[src/rtl/core/lap5_pkg.sv]
package lap5_pkg;

  localparam int MAX_COLS   = 4096;
  localparam int MAX_ROWS   = 4096;
  localparam int SAMPLE_W   = 32;
  localparam int SCALE_W    = 26;
  localparam int EXT_W      = 13;
  localparam int ROW_W      = 12;
  localparam int COL_W      = 12;
  localparam int ADDR_W     = $clog2(MAX_COLS);
  localparam int CFG_IDX_W  = 2;
  localparam int CFG_DATA_W = 26;
  // a - 2b + c over signed samples needs two more bits
  localparam int DIFF_W     = SAMPLE_W + 2;
  localparam int PROD_W     = DIFF_W + SCALE_W + 1;
  localparam int LAP_W      = 64;
  localparam int MIN_EXT    = 3;

  // configuration register indexes
  localparam logic [CFG_IDX_W-1:0] REG_GRID_ROWS  = 2'd0;
  localparam logic [CFG_IDX_W-1:0] REG_GRID_COLS  = 2'd1;
  localparam logic [CFG_IDX_W-1:0] REG_SCALE_ROWS = 2'd2;
  localparam logic [CFG_IDX_W-1:0] REG_SCALE_COLS = 2'd3;

  typedef struct packed {
    logic [SCALE_W-1:0] scale_rows;
    logic [SCALE_W-1:0] scale_cols;
  } scale_t;

  // one accepted sample after the row store read is issued
  typedef struct packed {
    logic                       has_result;
    logic                       last_point;
    logic [ROW_W-1:0]           center_row;
    logic [COL_W-1:0]           center_col;
    logic [ADDR_W-1:0]          addr;
    logic signed [SAMPLE_W-1:0] sample;
  } s1_t;

  // position fields that ride along with the arithmetic
  typedef struct packed {
    logic             last_point;
    logic [ROW_W-1:0] center_row;
    logic [COL_W-1:0] center_col;
  } pos_t;

  function automatic logic [EXT_W-1:0] clamp_ext(input logic [EXT_W-1:0] v,
                                                 input logic [EXT_W-1:0] hi);
    logic [EXT_W-1:0] res;
    res = v;
    if (v < EXT_W'(MIN_EXT)) begin
      res = EXT_W'(MIN_EXT);
    end else if (v > hi) begin
      res = hi;
    end
    return res;
  endfunction

endpackage

[src/rtl/core/lap5_win.sv]
module lap5_win
  import lap5_pkg::*;
(
  input  logic                     clk,
  input  logic                     rst_n,
  input  logic                     s1_valid,
  input  s1_t                      s1,
  output logic                     s2_ready,
  input  logic [SAMPLE_W-1:0]      older_rdata,
  input  logic [SAMPLE_W-1:0]      newer_rdata,
  output logic                     wr_en,
  output logic [ADDR_W-1:0]        wr_addr,
  output logic [SAMPLE_W-1:0]      older_wdata,
  output logic [SAMPLE_W-1:0]      newer_wdata,
  input  logic                     s3_ready,
  output logic                     s2_valid,
  output logic signed [DIFF_W-1:0] d_row,
  output logic signed [DIFF_W-1:0] d_col,
  output pos_t                     s2_pos
);

  logic signed [SAMPLE_W-1:0] win0_r, win1_r, win2_r;
  logic signed [SAMPLE_W-1:0] held_up_r, held_down_r;
  logic signed [SAMPLE_W-1:0] nw0, nw1, nw2;
  logic                       s2_valid_r;
  logic signed [DIFF_W-1:0]   d_row_r, d_row_nxt;
  logic signed [DIFF_W-1:0]   d_col_r, d_col_nxt;
  pos_t                       pos_r;
  logic                       fire;

  assign s2_ready = !s2_valid_r || s3_ready;
  assign fire     = s1_valid && s2_ready;

  // window after this column's row-above sample shifts in
  assign nw0 = win1_r;
  assign nw1 = win2_r;
  assign nw2 = $signed(newer_rdata);

  assign d_row_nxt = DIFF_W'(held_up_r) - (DIFF_W'(nw1) <<< 1) + DIFF_W'(held_down_r);
  assign d_col_nxt = DIFF_W'(nw0) - (DIFF_W'(nw1) <<< 1) + DIFF_W'(nw2);

  // row above moves to the older store, the new sample to the newer store
  assign wr_en       = fire;
  assign wr_addr     = s1.addr;
  assign older_wdata = newer_rdata;
  assign newer_wdata = s1.sample;

  assign s2_valid = s2_valid_r;
  assign d_row    = d_row_r;
  assign d_col    = d_col_r;
  assign s2_pos   = pos_r;

  always_ff @(posedge clk) begin
    if (!rst_n) begin
      win0_r      <= '0;
      win1_r      <= '0;
      win2_r      <= '0;
      held_up_r   <= '0;
      held_down_r <= '0;
      s2_valid_r  <= 1'b0;
    end else begin
      if (fire) begin
        win0_r      <= nw0;
        win1_r      <= nw1;
        win2_r      <= nw2;
        held_up_r   <= $signed(older_rdata);
        held_down_r <= s1.sample;
      end
      if (s2_ready) begin
        s2_valid_r <= s1_valid && s1.has_result;
      end
    end
  end

  always_ff @(posedge clk) begin
    if (fire) begin
      d_row_r <= d_row_nxt;
      d_col_r <= d_col_nxt;
      pos_r   <= '{last_point: s1.last_point,
                   center_row: s1.center_row,
                   center_col: s1.center_col};
    end
  end

endmodule

[config.mk]
export PLATFORM = sky130hd
export DESIGN_NAME = lap5_win
export DESIGN_NICKNAME = d
export VERILOG_FILES = /design/src/rtl/core/lap5_pkg.sv /design/src/rtl/core/lap5_win.sv
export SDC_FILE = /design/constraint.sdc
export NUM_CORES = 1
export LEC_CHECK = 0
export ABC_AREA = 1
export BUFFER_PORTS_ARGS = -buffer_cell sky130_fd_sc_hd__buf_2
export CAP_MARGIN = 20
export CORE_MARGIN = 2
export CORE_UTILIZATION = 35
export CTS_CLUSTER_SIZE = 12
export DETAILED_ROUTE_END_ITERATION = 16
export GPL_ROUTABILITY_DRIVEN = 0
export GPL_TIMING_DRIVEN = 0
export PLACE_DENSITY = 0.66
export SYNTH_ARGS = -nofsm -noshare
export SYNTH_HDL_FRONTEND = slang
export SYNTH_SLANG_ARGS = --single-unit
[constraint.sdc]
create_clock -name clk -period 4.99 [get_ports clk]
set_input_delay 0.998 -clock clk [delete_from_list [all_inputs] [get_ports clk]]
set_output_delay 0.998 -clock clk [all_outputs]
set_load 0.02 [all_outputs]
==> results.json <==
{
  "synth-compound-area-share_pct": 14.9,
  "dr.pass1.iters": 6,
  "grt_pass1_vias": 11796,
  "muxShareOfSynthArea_pct": 0,
  "drc": 0,
  "cts_tree": "done",
  "cap_violations": 0,
  "num_rows": 72,
  "multiInputGateArea_um2": 6450,
  "dieArea_um2": 41000,
  "track_usage_pct": 19.9,
  "synth_xor_area_share_pct": 2.54,
  "hold_viol": 0,
  "yosys.area_share.simple_pct": 14.1,
  "crit_arrival_ns": 2.67,
  "num_vias": 12278,
  "cts_buffer_depth": 3,
  "coreArea_um2": 38700,
  "max_slew_margin_pct": 52.4,
  "area.sequential_um2": 5380,
  "synth_area_um2": 13800,
  "final.period_utilization_pct": 73.5,
  "cts.clk_slew.worst_paths_ns": 0.06,
  "cts_post_setup_buffers_inserted": 0,
  "initial_core_util_pct": 35.6,
  "worst_ep_required_time_ns": 3.99,
  "grt_max_degree": 66,
  "syn-mean-instance-area_um2": 8.12,
  "whs_ns": 0.485,
  "ctsResizeCount": 0,
  "routed_via_density": 4.80,
  "synth_seq_cells": 222,
  "hp-start": "nw0[14]",
  "timing.rr.start": "held_up_r[13]",
  "maxSlewViolCount": 0,
  "ant_nets": 0,
  "clock_latency_ns": 0.56,
  "reg2regPathDepth": 12,
  "cts_htree_levels": 1,
  "setup_violations": 0,
  "cts_root_buf": "clkbuf_16",
  "fp.dieH_um": 202,
  "layoutNonFillerInstCount": 2560,
  "dieWidth_um": 202,
  "num-fill-cells": 3935,
  "cp-end-kind": "primary output",
  "outcome": "finished clean",
  "p_leak_uw": 0.00823,
  "synth_top_family_by_area": "adder cells",
  "layout-drive-gt1-share_pct": 22.2,
  "crit_fanout": 39,
  "min_to": "nw0[14]",
  "min_path_type": "flip-flop to flip-flop",
  "syn-num-nets": 1964,
  "numPlacedInstances": 2511,
  "grt_pass1_wl_mm": 63.7,
  "ys_types": 31,
  "vdd_ir_drop_max_uv": 229,
  "timing.final.crit_period_ns": 3.67,
  "yosysSeqAreaShare_pct": 39.0,
  "r2r_slack_ns": 2.34,
  "wl_mm": 41.3,
  "holdBufCountCts": 0,
  "rsz0062_at_grt": "false",
  "cts.sinks": 222,
  "first_iter_violations": 936,
  "max_freq_mhz": 273,
  "finalNetCount": 2289,
  "num_io_pins": 310,
  "min_path_cells": 2,
  "powerDensity_nw_per_um2": 417,
  "wl_per_cell_um": 16.1,
  "synthAdderAreaFrac_pct": 15.3,
  "fin_worst_skew_ns": 0.0214,
  "syn2layout_area_growth_pct": 21.8,
  "tns_ns": 0,
  "hpwlAfterDp_mm": 33.9,
  "crit_type": "primary input to primary output",
  "start_kind": "primary input",
  "antenna_found_initial": 0,
  "syn-instance-count": 1696,
  "ys_warn_count": 0,
  "r2r_end": "d_row[26]",
  "grt_overflow": 0,
  "cts_made_buffers": 26,
  "worst_pin_slew_ns": 0.714,
  "io_buffers": 296
}
-- final cells by class --
cell class	count	share of cell area (%)
Buffer	118	4.42
Clock inverter	8	0.298
Inverter	323	7.22
Timing Repair Buffer	297	8.99
Clock buffer	40	4.70
Antenna cell	1	0.0149
Tap cell	518	3.86
Sequential cell	222	32.0
Multi-Input combinational cell	1033	38.5
-- how the worst max path moves through the flow --
stage	start	endpoint	slack, ns	cells past startpoint
2_1_floorplan	s3_ready	wr_en	1.05	7
3_3_place_gp	s3_ready	wr_en	-0.09	9
3_5_place_dp	s3_ready	wr_en	1.31	9
4_1_cts	s3_ready	wr_en	1.31	9
5_1_grt	s3_ready	wr_en	1.20	9
6_report	s3_ready	wr_en	1.32	9
-- stage by stage --
stage	power, uW	worst slack (ns)	util (%)	area [um2]
2_1_floorplan	4290	1.05	-	13800
3_3_place_gp	5100	-0.0941	41.1	15900
3_5_place_dp	5130	1.31	41.1	15900
4_1_cts	7050	1.31	43.3	16800
5_1_grt	7470	1.20	43.3	16800
6_report	6990	1.32	43.3	16800
-- critical path, cell delays in order --
cell and delay (ns):
buf_2 0.07, inv_1 0.03, nand2_1 0.10, nand2_1 0.13, buf_4 0.21, inv_2 0.07
buf_2 0.24, buf_4 0.51, buf_2 0.27
-- power by group --
part | internal (uW) | switching, uW
Sequential | 2270 | 96.3
Clock | 1090 | 797
Combinational | 921 | 1820
-- cells in the mapped netlist, drive strengths merged --
master | count | share of area [%]
inv | 323 | 8.8
nand2 | 281 | 7.9
a21oi | 203 | 7.4
o21ai | 171 | 6.2
dfxtp | 129 | 19
nor2 | 114 | 3.2
edfxtp | 93 | 20
buf | 85 | 4.5
ha | 66 | 6.0
fa | 64 | 9.3
nand3 | 50 | 1.9
xor2 | 36 | 2.3
clkbuf | 33 | 0.90
a21o | 10 | 0.54
nand4 | 8 | 0.36
nor3 | 8 | 0.44
o211ai | 8 | 0.58
nor4 | 4 | 0.18
xnor2 | 4 | 0.25
and2 | 2 | 0.091
o21bai | 2 | 0.11
a21boi | 1 | 0.055
o21a | 1 | 0.055
-- cells by family after synthesis --
group                    Yosys count
AO/OA/AOI/OAI                    396
XOR/XNOR                          40
adder cells (fa/ha/maj)          130
buffers and inverters            441
flip-flops                       222
AND/OR/NAND/NOR                  467
-- registers in the layout (all words and copies together), names as in the netlist --
name and flops:
s2_pos 25, d_col 34, s2_valid 1, nw0 32, nw1 32, held_down_r 32
held_up_r 32, d_row 34
-- per-layer routing --
layer	track usage (%)	vias up	wire, um
met2	32.5	513	18700
met5	0	-	0
met4	5.53	0	1030
met1	27.2	5678	18700
met3	3.06	64	2860
li1	-	6023	-
-- layout by cell type (no fill, tap or decap), types with 3 or more instances in the layout --
cell and count:
edfxtp_1 93, xor2_1 36, nand2_1 266, clkbuf_8 4
nor4_1 4, clkbuf_1 38, dfxtp_1 129, o21ai_0 171
clkbuf_2 3, a21oi_1 203, nand4_1 8, nand3_1 48
nor2_2 4, buf_2 301, a21o_1 10, nand2_2 15
ha_1 66, buf_4 78, clkinv_2 4, fa_1 64
nor2_1 110, nor3_1 4, nor3_2 4, inv_1 322
o211ai_2 4, o211ai_1 4, clkbuf_16 28, xnor2_1 4
No activity file was read; power rests on OpenSTA's default activity.
