`config.mk`:
```
export PLATFORM = sky130hd
export DESIGN_NAME = lap5_ctrl
export DESIGN_NICKNAME = d
export VERILOG_FILES = /design/src/rtl/core/lap5_pkg.sv /design/src/rtl/core/lap5_ctrl.sv
export SDC_FILE = /design/constraint.sdc
export NUM_CORES = 1
export LEC_CHECK = 0
export ABC_CLOCK_PERIOD_IN_PS = 3400
export BUFFER_PORTS_ARGS = -buffer_cell sky130_fd_sc_hd__buf_2
export CORE_MARGIN = 2
export CORE_UTILIZATION = 36
export CTS_CLUSTER_SIZE = 14
export DETAILED_ROUTE_END_ITERATION = 12
export SETUP_SLACK_MARGIN = 0.2
export SLEW_MARGIN = 20
export SYNTH_ARGS = -nofsm -noshare
export SYNTH_HDL_FRONTEND = slang
export SYNTH_SLANG_ARGS = --single-unit
```
`constraint.sdc`:
```
create_clock -name clk -period 3.4 [get_ports clk]
set_clock_uncertainty 0.2 [all_clocks]
set_input_delay 0.34 -clock clk [delete_from_list [all_inputs] [get_ports clk]]
set_output_delay 0.34 -clock clk [all_outputs]
set_load 0.1 [all_outputs]
```
`src/rtl/core/lap5_pkg.sv`:
```
package lap5_pkg;

  localparam int MAX_COLS   = 4096;
  localparam int MAX_ROWS   = 4096;
  localparam int SAMPLE_W   = 32;
  localparam int SCALE_W    = 26;
  localparam int EXT_W      = 13;
  localparam int ROW_W      = 12;
  localparam int COL_W      = 12;
  localparam int ADDR_W     = $clog2(MAX_COLS);
  localparam int CFG_IDX_W  = 2;
  localparam int CFG_DATA_W = 26;
  // a - 2b + c over signed samples needs two more bits
  localparam int DIFF_W     = SAMPLE_W + 2;
  localparam int PROD_W     = DIFF_W + SCALE_W + 1;
  localparam int LAP_W      = 64;
  localparam int MIN_EXT    = 3;

  // configuration register indexes
  localparam logic [CFG_IDX_W-1:0] REG_GRID_ROWS  = 2'd0;
  localparam logic [CFG_IDX_W-1:0] REG_GRID_COLS  = 2'd1;
  localparam logic [CFG_IDX_W-1:0] REG_SCALE_ROWS = 2'd2;
  localparam logic [CFG_IDX_W-1:0] REG_SCALE_COLS = 2'd3;

  typedef struct packed {
    logic [SCALE_W-1:0] scale_rows;
    logic [SCALE_W-1:0] scale_cols;
  } scale_t;

  // one accepted sample after the row store read is issued
  typedef struct packed {
    logic                       has_result;
    logic                       last_point;
    logic [ROW_W-1:0]           center_row;
    logic [COL_W-1:0]           center_col;
    logic [ADDR_W-1:0]          addr;
    logic signed [SAMPLE_W-1:0] sample;
  } s1_t;

  // position fields that ride along with the arithmetic
  typedef struct packed {
    logic             last_point;
    logic [ROW_W-1:0] center_row;
    logic [COL_W-1:0] center_col;
  } pos_t;

  function automatic logic [EXT_W-1:0] clamp_ext(input logic [EXT_W-1:0] v,
                                                 input logic [EXT_W-1:0] hi);
    logic [EXT_W-1:0] res;
    res = v;
    if (v < EXT_W'(MIN_EXT)) begin
      res = EXT_W'(MIN_EXT);
    end else if (v > hi) begin
      res = hi;
    end
    return res;
  endfunction

endpackage

```
`src/rtl/core/lap5_ctrl.sv`:
```
module lap5_ctrl
  import lap5_pkg::*;
(
  input  logic                       clk,
  input  logic                       rst_n,
  input  logic                       cfg_we,
  input  logic [CFG_IDX_W-1:0]       cfg_index,
  input  logic [CFG_DATA_W-1:0]      cfg_wdata,
  input  logic                       in_valid,
  input  logic signed [SAMPLE_W-1:0] in_sample_value,
  output logic                       in_stall,
  input  logic                       s2_ready,
  output logic                       rd_en,
  output logic [ADDR_W-1:0]          rd_addr,
  output logic                       s1_valid,
  output s1_t                        s1,
  output scale_t                     scales
);

  logic [EXT_W-1:0]   grid_rows_r, grid_rows_nxt;
  logic [EXT_W-1:0]   grid_cols_r, grid_cols_nxt;
  logic [SCALE_W-1:0] scale_rows_r, scale_rows_nxt;
  logic [SCALE_W-1:0] scale_cols_r, scale_cols_nxt;
  logic [ROW_W-1:0]   row_r, row_nxt;
  logic [COL_W-1:0]   col_r, col_nxt;
  logic               s1_valid_r, s1_valid_nxt;
  s1_t                s1_r, s1_nxt;
  logic               s1_ready;
  logic               accept;
  logic [EXT_W-1:0]   row_inc;
  logic [EXT_W-1:0]   col_inc;

  assign s1_ready = !s1_valid_r || s2_ready;
  assign in_stall = !s1_ready;
  assign accept   = in_valid && s1_ready;
  assign row_inc  = {1'b0, row_r} + EXT_W'(1);
  assign col_inc  = {1'b0, col_r} + EXT_W'(1);

  assign rd_en    = accept;
  assign rd_addr  = col_r[ADDR_W-1:0];
  assign s1_valid = s1_valid_r;
  assign s1       = s1_r;
  assign scales   = '{scale_rows: scale_rows_r, scale_cols: scale_cols_r};

  always_comb begin
    grid_rows_nxt  = grid_rows_r;
    grid_cols_nxt  = grid_cols_r;
    scale_rows_nxt = scale_rows_r;
    scale_cols_nxt = scale_cols_r;
    row_nxt        = row_r;
    col_nxt        = col_r;
    s1_valid_nxt   = s1_valid_r;
    s1_nxt         = s1_r;

    if (s1_ready) begin
      s1_valid_nxt = accept;
    end

    if (accept) begin
      s1_nxt.has_result = (row_r >= ROW_W'(2)) && (col_r >= COL_W'(2));
      s1_nxt.last_point = (row_inc == grid_rows_r) && (col_inc == grid_cols_r);
      s1_nxt.center_row = row_r - ROW_W'(1);
      s1_nxt.center_col = col_r - COL_W'(1);
      s1_nxt.addr       = col_r[ADDR_W-1:0];
      s1_nxt.sample     = in_sample_value;
      if (col_inc >= grid_cols_r) begin
        col_nxt = '0;
        row_nxt = (row_inc >= grid_rows_r) ? '0 : row_inc[ROW_W-1:0];
      end else begin
        col_nxt = col_inc[COL_W-1:0];
      end
    end

    // grid writes restart the frame
    if (cfg_we) begin
      case (cfg_index)
        REG_GRID_ROWS: begin
          grid_rows_nxt = clamp_ext(cfg_wdata[EXT_W-1:0], EXT_W'(MAX_ROWS));
          row_nxt       = '0;
          col_nxt       = '0;
        end
        REG_GRID_COLS: begin
          grid_cols_nxt = clamp_ext(cfg_wdata[EXT_W-1:0], EXT_W'(MAX_COLS));
          row_nxt       = '0;
          col_nxt       = '0;
        end
        REG_SCALE_ROWS: scale_rows_nxt = cfg_wdata[SCALE_W-1:0];
        REG_SCALE_COLS: scale_cols_nxt = cfg_wdata[SCALE_W-1:0];
        default: ;
      endcase
    end
  end

  always_ff @(posedge clk) begin
    if (!rst_n) begin
      grid_rows_r  <= EXT_W'(MAX_ROWS);
      grid_cols_r  <= EXT_W'(MAX_COLS);
      scale_rows_r <= SCALE_W'(16777216);
      scale_cols_r <= SCALE_W'(16777216);
      row_r        <= '0;
      col_r        <= '0;
      s1_valid_r   <= 1'b0;
    end else begin
      grid_rows_r  <= grid_rows_nxt;
      grid_cols_r  <= grid_cols_nxt;
      scale_rows_r <= scale_rows_nxt;
      scale_cols_r <= scale_cols_nxt;
      row_r        <= row_nxt;
      col_r        <= col_nxt;
      s1_valid_r   <= s1_valid_nxt;
    end
  end

  always_ff @(posedge clk) begin
    s1_r <= s1_nxt;
  end

endmodule

```
==> results of run 1 <==
==> per-stage QoR <==
stage	std cells	hold slack, ps	area, µm²	power (mW)	TNS, ps
2_1_floorplan	771	238.9	7890	2.990	-71.01
3_3_place_gp	1222	246.8	9175	3.154	0
3_5_place_dp	1222	254.2	9175	3.162	-55.71
4_1_cts	1322	2.528	10490	5.142	0
5_1_grt	1330	7.342	10660	5.283	0
6_report	1330	8.337	10660	5.096	0
==> final timing paths <==
| path | end | slack (ps) | cells past startpoint |
|---|---|---|---|
| hold / removal | scale_rows_r[0] | 8 | 3 |
| setup / recovery | rd_addr[1] | 230 | 13 |
| hold reg to reg | scale_rows_r[13] | 260 | 2 |
| setup reg to reg | rd_addr[1] | 230 | 13 |
==> cell families (layout without fill, tap and decap cells) <==
group / Yosys count / in the layout
flops: 173 / 173
simple gates: 308 / 308
mux: 1 / 1
fa+ha+maj: 32 / 32
compound gates: 129 / 130
xor+xnor: 45 / 45
buf+inv: 83 / 366
==> worst max-delay path: stages (launching register included) <==
cell and delay (ps):
sky130_fd_sc_hd__dfxtp_4 380, sky130_fd_sc_hd__nand3_4 90, sky130_fd_sc_hd__nor2_4 130, sky130_fd_sc_hd__and3_4 220
sky130_fd_sc_hd__and3_4 200, sky130_fd_sc_hd__xor2_1 160, sky130_fd_sc_hd__ha_1 250, sky130_fd_sc_hd__and4_4 210
sky130_fd_sc_hd__and3_4 150, sky130_fd_sc_hd__and3_4 170, sky130_fd_sc_hd__or4_4 570, sky130_fd_sc_hd__buf_6 150
sky130_fd_sc_hd__buf_12 130, sky130_fd_sc_hd__a21oi_4 90
==> layout make-up <==
class	instances	area, µm²	share of cell area
flip-flops and latches	173	4207	0.3947
well taps	275	344.1	0.03229
repair buffers	296	1901	0.1783
multi-input cells	516	3483	0.3269
clock buffers	17	425.4	0.03992
inverters	38	142.6	0.01338
clock inverters	15	153.9	0.01444
==> layer usage <==
| metal | global-route usage | vias up |
|---|---|---|
| li1 | - | 3181 |
| met1 | 0.2257 | 2878 |
| met2 | 0.2841 | 214 |
| met3 | 0.06030 | 21 |
| met4 | 0.05000 | 2 |
| met5 | 0 | - |
==> flip-flops by register name, summed over array words and instances (netlist names) <==
| name | cells |
|---|---|
| row_r | 12 |
| grid_cols_r | 13 |
| scale_rows_r | 26 |
| s1 | 70 |
| scale_cols_r | 26 |
| grid_rows_r | 13 |
| rd_addr | 12 |
| s1_valid | 1 |
==> cell usage in the layout (no fill, tap or decap), types with 10 or more instances in the layout <==
cell and count:
sky130_fd_sc_hd__nor2b_1 13, sky130_fd_sc_hd__and3_4 10, sky130_fd_sc_hd__clkbuf_16 17, sky130_fd_sc_hd__nand3_1 16
sky130_fd_sc_hd__ha_1 30, sky130_fd_sc_hd__dlygate4sd3_1 55, sky130_fd_sc_hd__edfxtp_1 70, sky130_fd_sc_hd__inv_1 37
sky130_fd_sc_hd__nor2_1 17, sky130_fd_sc_hd__dfxtp_1 87, sky130_fd_sc_hd__buf_2 201, sky130_fd_sc_hd__buf_4 35
sky130_fd_sc_hd__nor2_4 10, sky130_fd_sc_hd__xor2_1 24, sky130_fd_sc_hd__xnor2_1 19, sky130_fd_sc_hd__nand2_1 181
sky130_fd_sc_hd__a21boi_0 74
==> power by group through the flow <==
stage | clock [mW] | sequential, mW | combinational (mW)
4_1_cts | 1.96 | 2.26 | 0.919
2_1_floorplan | 0 | 2.79 | 0.195
3_5_place_dp | 0 | 2.31 | 0.849
6_report | 1.91 | 2.26 | 0.921
5_1_grt | 2.04 | 2.27 | 0.970
3_3_place_gp | 0 | 2.31 | 0.845
==> timing repair <==
item                       in CTS  in global routing
resized for setup              17                 23
hold endpoints to repair       75                  0
hold buffers                   55                  0
pin swaps                       8                 20
setup endpoints to repair      21                 22
setup buffers                  12                  7
cloned                          1                  1
==> synthesized netlist by cell type, types with 4 or more instances <==
cell	n
sky130_fd_sc_hd__nor3_1	8
sky130_fd_sc_hd__or4_1	4
sky130_fd_sc_hd__edfxtp_1	70
sky130_fd_sc_hd__xor2_1	24
sky130_fd_sc_hd__nand2b_1	6
sky130_fd_sc_hd__nor2_4	8
sky130_fd_sc_hd__nor4_1	9
sky130_fd_sc_hd__nand2_1	181
sky130_fd_sc_hd__xnor2_1	21
sky130_fd_sc_hd__nand3_1	23
sky130_fd_sc_hd__nand4_1	5
sky130_fd_sc_hd__ha_1	32
sky130_fd_sc_hd__o21ai_0	9
sky130_fd_sc_hd__and3_1	15
sky130_fd_sc_hd__a21o_1	8
sky130_fd_sc_hd__nor2_1	21
sky130_fd_sc_hd__dfxtp_1	103
sky130_fd_sc_hd__nor2b_1	13
sky130_fd_sc_hd__a21boi_0	74
sky130_fd_sc_hd__a21oi_1	11
sky130_fd_sc_hd__inv_1	38
sky130_fd_sc_hd__clkbuf_1	42
==> Flow_metrics.wiki, run 1 <==
{| class="wikitable"
! Metric !! Value
|-
| Run status || complete, no violations
|-
| Met2 layer wire length in the routed design || approximately 8600 µm
|-
| IR drop worst, VDD || approximately 0.31 mV
|-
| Flop and latch count out of synthesis || 173
|-
| Die Span X || about 150 µm
|-
| Compound-cell area share of the yosys netlist || 0.1285
|-
| Count of pins over their slew limit || 0
|-
| Routed length on met3 || 1735 µm
|-
| Area Overhead vs Synth || 37.53%
|-
| Library cell with the largest summed area after synthesis || sky130_fd_sc_hd__edfxtp_1
|-
| Antenna fix cells || 0
|-
| Global-route total usage across every layer || 0.1765
|-
| Final Routed Wirelength || 19910 µm
|-
| Hold path startpoint || cfg_wdata[0]
|-
| Dominant combinational cell family by area after synthesis || simple AND/OR/NAND/NOR gates
|-
| Critical R2R Launch || rd_addr[0]
|-
| Power Dens Cells || around 480 nW/µm²
|-
| Combinational cell fraction of total power || 0.181
|-
| CP startpoint kind || register
|-
| Area of the core region || 21090 µm²
|-
| Final worst path period share || 0.9315
|-
| Count of filler cells inserted in the layout || ~2000
|-
| Nets || 1139
|-
| Worst-case setup slack after placement || -20.55 ps
|-
| Final worst slack || about 230 ps
|-
| Sequential cell area fraction in the yosys report || 0.5374
|-
| Mapped Avg Cell Area || between 10 and 15 µm²
|-
| Simple-gate area share of the yosys netlist || 0.1868
|-
| Std cell rows || 53
|-
| CTS tree || built
|-
| Distinct cell type count of the synthesized netlist || 53
|-
| Clk slew on worst S/H paths || about 70 ps
|-
| Max-slew headroom || 0.4358
|-
| Sum of routed wire segments on met1 || 9256 µm
|-
| Number of endpoints failing setup at the final stage || 0
|-
| Wire length of the first global-routing pass || 31730 µm
|-
| Share of total power in the clock network || 0.375
|-
| Total overflow reported by the global router || 0
|-
| Post-DRT Antenna Nets || 0
|-
| Share of the core filled with cells in the final layout || 0.5053
|-
| Warnings from Yosys || 0
|-
| Count of boundary I/O pins || between 200 and 250
|-
| Critical Path End Type || register
|-
| Average wire per cell in the routed design || 14.97 µm
|-
| Static leakage || roughly 4.4 nW
|-
| Clock network latency to the later pin of the worst-skew pair || about 430 ps
|-
| Critical Path AT || 3320 ps
|-
| Initial DRT Pass Iterations || 4
|-
| Sw Ratio || 0.3285
|-
| Net count after synthesis || 868
|-
| Top routing layer in use || met5
|-
| Final hold violation count || 0
|-
| Commonest register cell after synthesis || sky130_fd_sc_hd__dfxtp_1
|-
| Async set-or-reset flop fraction in the synthesized netlist || 0
|-
| Crit path launch || rd_addr[0]
|-
| Pin count of the biggest net entering global routing || between 60 and 70
|-
| Gate count of the mapped netlist || between 700 and 800
|-
| Number of enable flip-flop cells after synthesis || 70
|-
| Max H-tree Level || 4
|-
| Synth Area in XOR/XNOR || 0.05086
|-
| Critical path start-end classification || register to register
|-
| Post-synthesis instance area || between 7000 and 8000 µm²
|-
| Share of total power in sequential cells || 0.444
|-
| Data required time at the worst endpoint || between 3000 and 4000 ps
|-
| Count of input and output buffers || about 200
|-
| Via density || 4.734
|-
| Switching power || about 1.7 mW
|-
| Number of CTS-inserted buffers || 17
|-
| Root buffer selected by CTS || sky130_fd_sc_hd__clkbuf_16
|-
| Synthesized-area fraction occupied by adder cells || 0.05167
|-
| Count of unresolved DRC violations after routing || 0
|-
| Setup repair after global routing missed its margin || yes
|-
| Class of the worst hold path || input port to register
|-
| # clock sinks || 173
|-
| Top post-synthesis cells by area || sky130_fd_sc_hd__edfxtp_1, sky130_fd_sc_hd__dfxtp_1, sky130_fd_sc_hd__nand2_1
|-
| Area share of the largest cell type after synthesis || 0.2713
|-
| 1st-iter DRT viols || 282
|-
| Final HPWL DP || 13590 µm
|-
| Clock period minus worst slack || about 3200 ps
|-
| Internal Dissipation || 3.422 mW
|-
| Mux cell area share after synthesis || 0.001292
|-
| Vias in the first global route || between 6000 and 7000
|-
| Total via count after detailed routing || between 6000 and 7000
|-
| Vertical die dimension || roughly 150 µm
|-
| Worst-path fanout max || 5
|-
| Transition at the pin with the smallest max-transition slack || roughly 840 ps
|-
| Antenna violations before repair || 1
|-
| Effective utilization at floorplan || 0.3674
|-
| Highest achievable clock rate || roughly 0.32 GHz
|-
| RePlAce Congestion || just over 0.8
|-
| Fraction of layout instances using a drive strength above 1 || 0.3280
|-
| DIE AREA || ~23000 µm²
|-
| Max Root-Sink Buffers || 2
|-
| Number of max-cap violations || 0
|}
Power figures use the tool's default switching activity.
==> inputs of run 2 (changes only) <==
- MAX_ROUTING_LAYER: not set -> met4
- PLACE_DENSITY: not set -> 0.7
==> run 2 against run 1 <==
Against the previous run:
- combinational power is 0.9% higher
- highest routed layer is now met4
- flip-flop and latch count stayed put
- critical endpoint is now rd_addr[0]
- die area stayed put
- critical path depth stayed put
- clock-buffer cell count is 2 higher
- worst setup slack worse by 42 ps
- via count is 2.3% higher
- routed wire length is 3.4% higher
- maximum frequency is 1.3% lower
- largest power group unchanged
- register-to-register slack worse by 40 ps
- first-iteration DRC count is 3.9% higher
- hold slack better by 10 ps
==> Flow_metrics.wiki, run 2 (synthesis gave the netlist of run 1 again) <==
{| class="wikitable"
! Metric !! Value
|-
| Data required time at the worst endpoint || 3560 ps (about the same)
|-
| Area of the core region || 21090 µm² (unchanged)
|-
| Final hold violation count || 0 (unchanged)
|-
| CTS tree || built
|-
| Number of max-cap violations || 0 (unchanged)
|-
| Std cell rows || 53 (unchanged)
|-
| Die Span X || 150.7 µm (unchanged)
|-
| Number of CTS-inserted buffers || 17 (unchanged)
|-
| Final worst slack || 190.8 ps (-41.95 ps)
|-
| Setup repair after global routing missed its margin || yes
|-
| Power Dens Cells || 494.3 nW/µm² (+3.4%)
|-
| Transition at the pin with the smallest max-transition slack || 1058 ps (+215.2 ps)
|-
| Antenna fix cells || 0 (unchanged)
|-
| Class of the worst hold path || input port to register
|-
| Post-DRT Antenna Nets || 0 (unchanged)
|-
| Highest achievable clock rate || 0.3116 GHz (-1.3%)
|-
| Count of boundary I/O pins || 202 (unchanged)
|-
| # clock sinks || 173 (unchanged)
|-
| Final HPWL DP || 13860 µm (+2.0%)
|-
| Clock network latency to the later pin of the worst-skew pair || 430 ps (about the same)
|-
| Count of input and output buffers || 201 (unchanged)
|-
| Total via count after detailed routing || 6441 (+2.3%)
|-
| Effective utilization at floorplan || 0.3674 (unchanged)
|-
| Vias in the first global route || 6157 (-3.1%)
|-
| Post-route cell area || 10770 µm² (+1.0%)
|-
| Max-slew headroom || 0.2944 (-0.1414)
|-
| Highest-count cells in the layout ignoring fill and taps || sky130_fd_sc_hd__buf_2, sky130_fd_sc_hd__nand2_1, sky130_fd_sc_hd__dfxtp_1, sky130_fd_sc_hd__a21boi_0, sky130_fd_sc_hd__edfxtp_1
|-
| Critical Path End Type || register
|-
| Vertical die dimension || 150.7 µm (unchanged)
|-
| IR drop worst, VDD || 0.3428 mV (+11%)
|-
| Max FFs per register || 70 (unchanged)
|-
| Share of the core filled with cells in the final layout || 0.5106 (+0.005221)
|-
| Slowest library cell on the worst path || sky130_fd_sc_hd__or4_4
|-
| DIE AREA || 22710 µm² (unchanged)
|-
| Antenna violations before repair || 0 (-1)
|-
| Max H-tree Level || 4 (unchanged)
|-
| Root buffer selected by CTS || sky130_fd_sc_hd__clkbuf_16
|-
| Count of unresolved DRC violations after routing || 0 (unchanged)
|-
| Count of pins over their slew limit || 0 (unchanged)
|-
| RePlAce Congestion || 0.8243 (+1.6%)
|-
| Global-route total usage across every layer || 0.1810 (+0.004587)
|-
| Cell occurring most often along the worst timing path || sky130_fd_sc_hd__and3_4
|-
| Worst-case setup slack after placement || -12.40 ps (+8.143 ps)
|-
| Total overflow reported by the global router || 0 (unchanged)
|-
| Run status || complete, no violations
|-
| Clock period minus worst slack || 3209 ps (+41.95 ps)
|-
| Number of endpoints failing setup at the final stage || 0 (unchanged)
|-
| Total cell area at the placement stage || 9195 µm² (+0.22%)
|-
| Initial DRT Pass Iterations || 4 (unchanged)
|-
| Setup tns final || 0 ps (unchanged)
|-
| Max Root-Sink Buffers || 2 (unchanged)
|-
| Delay of the slowest critical-path stage || 600 ps (+30 ps)
|-
| Pin count of the biggest net entering global routing || 80 (+16%)
|-
| Average wire per cell in the routed design || 15.39 µm (+2.8%)
|-
| Final Routed Wirelength || 20580 µm (+3.4%)
|-
| Wire length of the first global-routing pass || 31230 µm (-1.6%)
|-
| Clk slew on worst S/H paths || 70 ps (about the same)
|-
| Final worst path period share || 0.9439 (+0.01234)
|-
| Nets || 1146 (+0.61%)
|-
| Static leakage || 4.448 nW (+1.8%)
|-
| Critical path start-end classification || register to register
|-
| Worst-path fanout max || 6 (+1)
|-
| Register-to-register setup slack || 190 ps (-40 ps)
|-
| CP startpoint kind || register
|-
| Critical Path AT || 3370 ps (+50 ps)
|-
| Via density || 4.818 (+1.8%)
|-
| Leading cell type in the layout, fill and taps excluded || sky130_fd_sc_hd__buf_2
|-
| Total power after layout || 5.321 mW (+4.4%)
|-
| 1st-iter DRT viols || 293 (+3.9%)
|-
| Fraction of layout instances using a drive strength above 1 || 0.3249 (-0.003103)
|-
| Area Overhead vs Synth || 38.95%
|-
| Critical path, cell by cell || nand3_4 > nor2_4 > and3_4 > and3_4 > xor2_2 > ha_1 > and4_4 > and3_4 > and3_4 > or4_4 > buf_12 > buf_16 > nor2_4
|}
## run 2: path summary, 6_finish.rpt
path / from / endpoint / cells past startpoint
setup / recovery: rd_addr[0] / rd_addr[0] / 13
setup reg to reg: rd_addr[0] / rd_addr[0] / 13
hold reg to reg: scale_rows_r[13] / scale_rows_r[13] / 2
hold / removal: cfg_wdata[10] / scale_cols_r[10] / 3
## run 2: layout make-up
class | instances | area (µm²)
Fill cell | 1873 | 10320
Sequential cell | 173 | 4202
Multi-Input combinational cell | 516 | 3485
Timing Repair Buffer | 303 | 1961
Clock buffer | 19 | 432.9
Tap cell | 275 | 344.1
Clock inverter | 13 | 200.2
Inverter | 38 | 142.6
## run 2: metrics by stage
stage                     cells  hold slack, ps
after global placement     1225           247.5
final                      1337           18.74
after floorplan             771           238.9
after CTS                  1326           4.625
after detailed placement   1225           254.2
after global routing       1337           21.57
## run 2: report_power, final
part / internal [mW] / switching (mW) / leakage [nW]
Clock: 1.25 / 0.876 / 0.299
Combinational: 0.212 / 0.717 / 2.67
Sequential: 2.24 / 0.0288 / 1.48
Total: 3.70 / 1.62 / 4.45
## run 2: worst max-delay path, delay by kind of cell, from the launching register on
family	cells	cell delay, ps
buffers and inverters	2	310
XOR/XNOR	1	140
adder cells (fa/ha/maj)	1	250
flip-flops	1	380
AND/OR/NAND/NOR	9	1850
## run 2: layer usage
metal,vias up,track usage,share of wire
met5,-,-,0
met4,0,0.05140,0.014
met3,20,0.04394,0.076
met2,254,0.2884,0.45
met1,2993,0.2303,0.46
li1,3174,-,-
## run 2: repair_timing
item	in CTS	in global routing
buffers inserted	12	10
hold buffers	56	0
endpoints found under the setup margin	21	22
resized for setup	17	18
pin swaps	8	15
cloned	1	1
endpoints found under the hold margin	74	0
==> inputs of run 3 (changes only) <==
- RECOVER_POWER: not set -> 100
==> run 3 against run 2 <==
Against the previous run:
- combinational power down 2%
- maximum frequency down 1.3%
- largest cell class unchanged
- power down 0.39%
- register-to-register slack worse by 40 ps
- flip-flop and latch count unchanged
- non-clock buffer count unchanged
- the run now ends with max-capacitance violations, max-slew violations left
- routed wire length about the same
- worst setup slack worse by 43 ps
- sequential share of layout area up 0.71 points
==> Flow_metrics.wiki, run 3 (synthesis gave the netlist of run 1 again) <==
{| class="wikitable"
! Metric !! Value
|-
| Final hold violation count || 0 (unchanged)
|-
| # clock sinks || 173 (unchanged)
|-
| Hold path startpoint || cfg_wdata[10]
|-
| Worst-path fanout max || 6 (unchanged)
|-
| Critical Path AT || 3360 ps (about the same)
|-
| Root buffer selected by CTS || sky130_fd_sc_hd__clkbuf_16
|-
| Internal Dissipation || 3.686 mW (-0.39%)
|-
| Die Span X || 150.7 µm (unchanged)
|-
| Max Root-Sink Buffers || 2 (unchanged)
|-
| Total area of sequential cells || 4190 µm² (-0.27%)
|-
| Worst Hold Depth || 3 (unchanged)
|-
| Area Overhead vs Synth || 36.11%
|-
| Final Routed Wirelength || 20590 µm (about the same)
|-
| Max H-tree Level || 4 (unchanged)
|-
| Share of total power in the clock network || 0.400 (about the same)
|-
| Number of max-cap violations || 1 (+1)
|-
| Worst-case setup slack after placement || -12.40 ps (unchanged)
|-
| Global-route total usage across every layer || 0.1810 (unchanged)
|-
| Violations in the final reports || max-capacitance violations, max-slew violations
|-
| CTS tree || built
|-
| Vias in the first global route || 6157 (unchanged)
|-
| Combined area of the multi-input logic cells || 3475 µm² (-0.29%)
|-
| Count of pins over their slew limit || 80 (+80)
|-
| Area of the core region || 21090 µm² (unchanged)
|-
| Antenna violations before repair || 0 (unchanged)
|-
| RePlAce Congestion || 0.8243 (unchanged)
|-
| Total overflow reported by the global router || 0 (unchanged)
|-
| Critical path, cell by cell || buf_4 > clkbuf_1 > xnor2_1 > ha_1 > a21o_1 > a21oi_1 > a2111oi_4 > buf_4 > o311a_4 > and3_4 > a221o_1
|-
| Run status || complete, but fails checks
|-
| Final worst slack || 148.0 ps (-42.82 ps)
|-
| Average wire per cell in the routed design || 15.40 µm (about the same)
|-
| Combinational cell fraction of total power || 0.172 (-0.003)
|-
| Count of boundary I/O pins || 202 (unchanged)
|-
| Share of total power in sequential cells || 0.428 (+0.002)
|-
| CP startpoint kind || register
|-
| Switching power || 1.615 mW (-0.41%)
|-
| Total power after layout || 5.300 mW (-0.39%)
|-
| 1st-iter DRT viols || 276 (-5.8%)
|-
| Antenna fix cells || 0 (unchanged)
|-
| Register-to-register setup slack || 150 ps (-40 ps)
|-
| Max-slew headroom || -0.9014 (-1.196)
|-
| IR drop worst, VDD || 0.3389 mV (-1.1%)
|-
| Nets || 1146 (unchanged)
|-
| Post-DRT Antenna Nets || 0 (unchanged)
|-
| Clock period minus worst slack || 3252 ps (+42.82 ps)
|-
| Class of the worst hold path || input port to register
|-
| Final worst path period share || 0.9565 (+0.01259)
|-
| Clock network latency to the later pin of the worst-skew pair || 420 ps (about the same)
|-
| Fin cells || 1337 (unchanged)
|-
| Setup repair after global routing missed its margin || yes
|-
| Number of cell instances on the worst register-to-register path || 11 (-2)
|-
| Final HPWL DP || 13860 µm (unchanged)
|-
| Count of unresolved DRC violations after routing || 0 (unchanged)
|-
| Sw Ratio || 0.3047 (about the same)
|-
| Number of CTS-inserted buffers || 17 (unchanged)
|-
| Count of input and output buffers || 201 (unchanged)
|-
| Power Dens Cells || 502.6 nW/µm² (+1.7%)
|-
| Critical R2R Launch || rd_addr[3]
|-
| Worst r2r dst || row_r[9]
|-
| Delay of the slowest critical-path stage || 370 ps (-230 ps)
|-
| Data required time at the worst endpoint || 3510 ps (-50 ps)
|-
| Count of filler cells inserted in the layout || 1963 (+4.8%)
|-
| Transition at the pin with the smallest max-transition slack || 2852 ps (+1794 ps)
|-
| Setup tns final || 0 ps (unchanged)
|-
| Worst hold slack || 26.35 ps (+7.614 ps)
|-
| Pin count of the biggest net entering global routing || 80 (unchanged)
|-
| Wire length of the first global-routing pass || 31230 µm (unchanged)
|-
| Effective utilization at floorplan || 0.3674 (unchanged)
|-
| Worst Hold End || scale_cols_r[10]
|-
| Number of endpoints failing setup at the final stage || 0 (unchanged)
|-
| Cell Count Post-Placement || 1225 (unchanged)
|-
| Static leakage || 3.951 nW (-11%)
|-
| Critical path start-end classification || register to register
|-
| Initial DRT Pass Iterations || 4 (unchanged)
|-
| Total via count after detailed routing || 6446 (+0.078%)
|-
| Fraction of layout instances using a drive strength above 1 || 0.1789 (-0.1460)
|-
| Leading cell type in the layout, fill and taps excluded || sky130_fd_sc_hd__nand2_1
|-
| Slowest library cell on the worst path || sky130_fd_sc_hd__a21oi_1
|-
| Vertical die dimension || 150.7 µm (unchanged)
|-
| Via density || 4.821 (about the same)
|-
| Clk slew on worst S/H paths || 70 ps (about the same)
|-
| Max FFs per register || 70 (unchanged)
|-
| Highest achievable clock rate || 0.3075 GHz (-1.3%)
|-
| Highest-count cells in the layout ignoring fill and taps || sky130_fd_sc_hd__nand2_1, sky130_fd_sc_hd__clkbuf_1, sky130_fd_sc_hd__dfxtp_1, sky130_fd_sc_hd__a21boi_0, sky130_fd_sc_hd__edfxtp_1
|-
| Cell occurring most often along the worst timing path || sky130_fd_sc_hd__buf_4
|-
| Std cell rows || 53 (unchanged)
|-
| Critical Path End Type || register
|-
| DIE AREA || 22710 µm² (unchanged)
|}
[run 3: routing by layer]
metal	up-vias	GRT usage	wire length (µm)
met4	0	0.05140	340
met5	-	-	0
met1	2970	0.2303	9266
li1	3179	-	-
met2	273	0.2884	9247
met3	24	0.04394	1735
[run 3: how the worst max path moves through the flow]
stage          cells past startpoint        from         end
2_1_floorplan                     15  rd_addr[2]  rd_addr[1]
5_1_grt                           12  rd_addr[2]    row_r[3]
6_report                          11  rd_addr[3]    row_r[9]
3_5_place_dp                      12  rd_addr[0]    row_r[9]
4_1_cts                           12    row_r[0]    row_r[9]
3_3_place_gp                      12  rd_addr[0]    row_r[9]
[run 3: cell type report]
class | instances | share of cell area
Multi-Input combinational cell | 516 | 0.3295
Timing Repair Buffer | 303 | 0.1670
Sequential cell | 173 | 0.3973
Tap cell | 275 | 0.03263
Clock inverter | 13 | 0.01898
Clock buffer | 19 | 0.04105
Inverter | 38 | 0.01352
[run 3: stage by stage]
stage,area [µm²],utilization
after global placement,9195,0.4360
after floorplan,7890,-
after global routing,10550,0.5001
after CTS,10570,0.5011
final,10550,0.5001
after detailed placement,9195,0.4360
[run 3: what timing repair did]
action,in CTS,in global routing
cloned,1,1
pin swaps,8,15
hold buffers,56,0
hold endpoints to repair,74,0
endpoints found under the setup margin,21,22
setup buffers,12,10
resized for setup,17,18
[run 3: power by group through the flow]
stage | combinational (mW) | sequential [mW] | clock [mW]
after floorplan | 0.195 | 2.79 | 0
after global placement | 0.840 | 2.31 | 0
after detailed placement | 0.846 | 2.31 | 0
after CTS | 0.913 | 2.27 | 2.16
after global routing | 0.956 | 2.28 | 2.25
final | 0.912 | 2.27 | 2.12
[run 3: critical path, delay by kind of cell (launching register included)]
kind / cells / cell delay [ps]
buffers and inverters: 3 / 600
flip-flops: 1 / 350
AND/OR/NAND/NOR: 1 / 190
adder cells (fa/ha/maj): 1 / 280
XOR/XNOR: 1 / 200
AO/OA/AOI/OAI: 5 / 1320
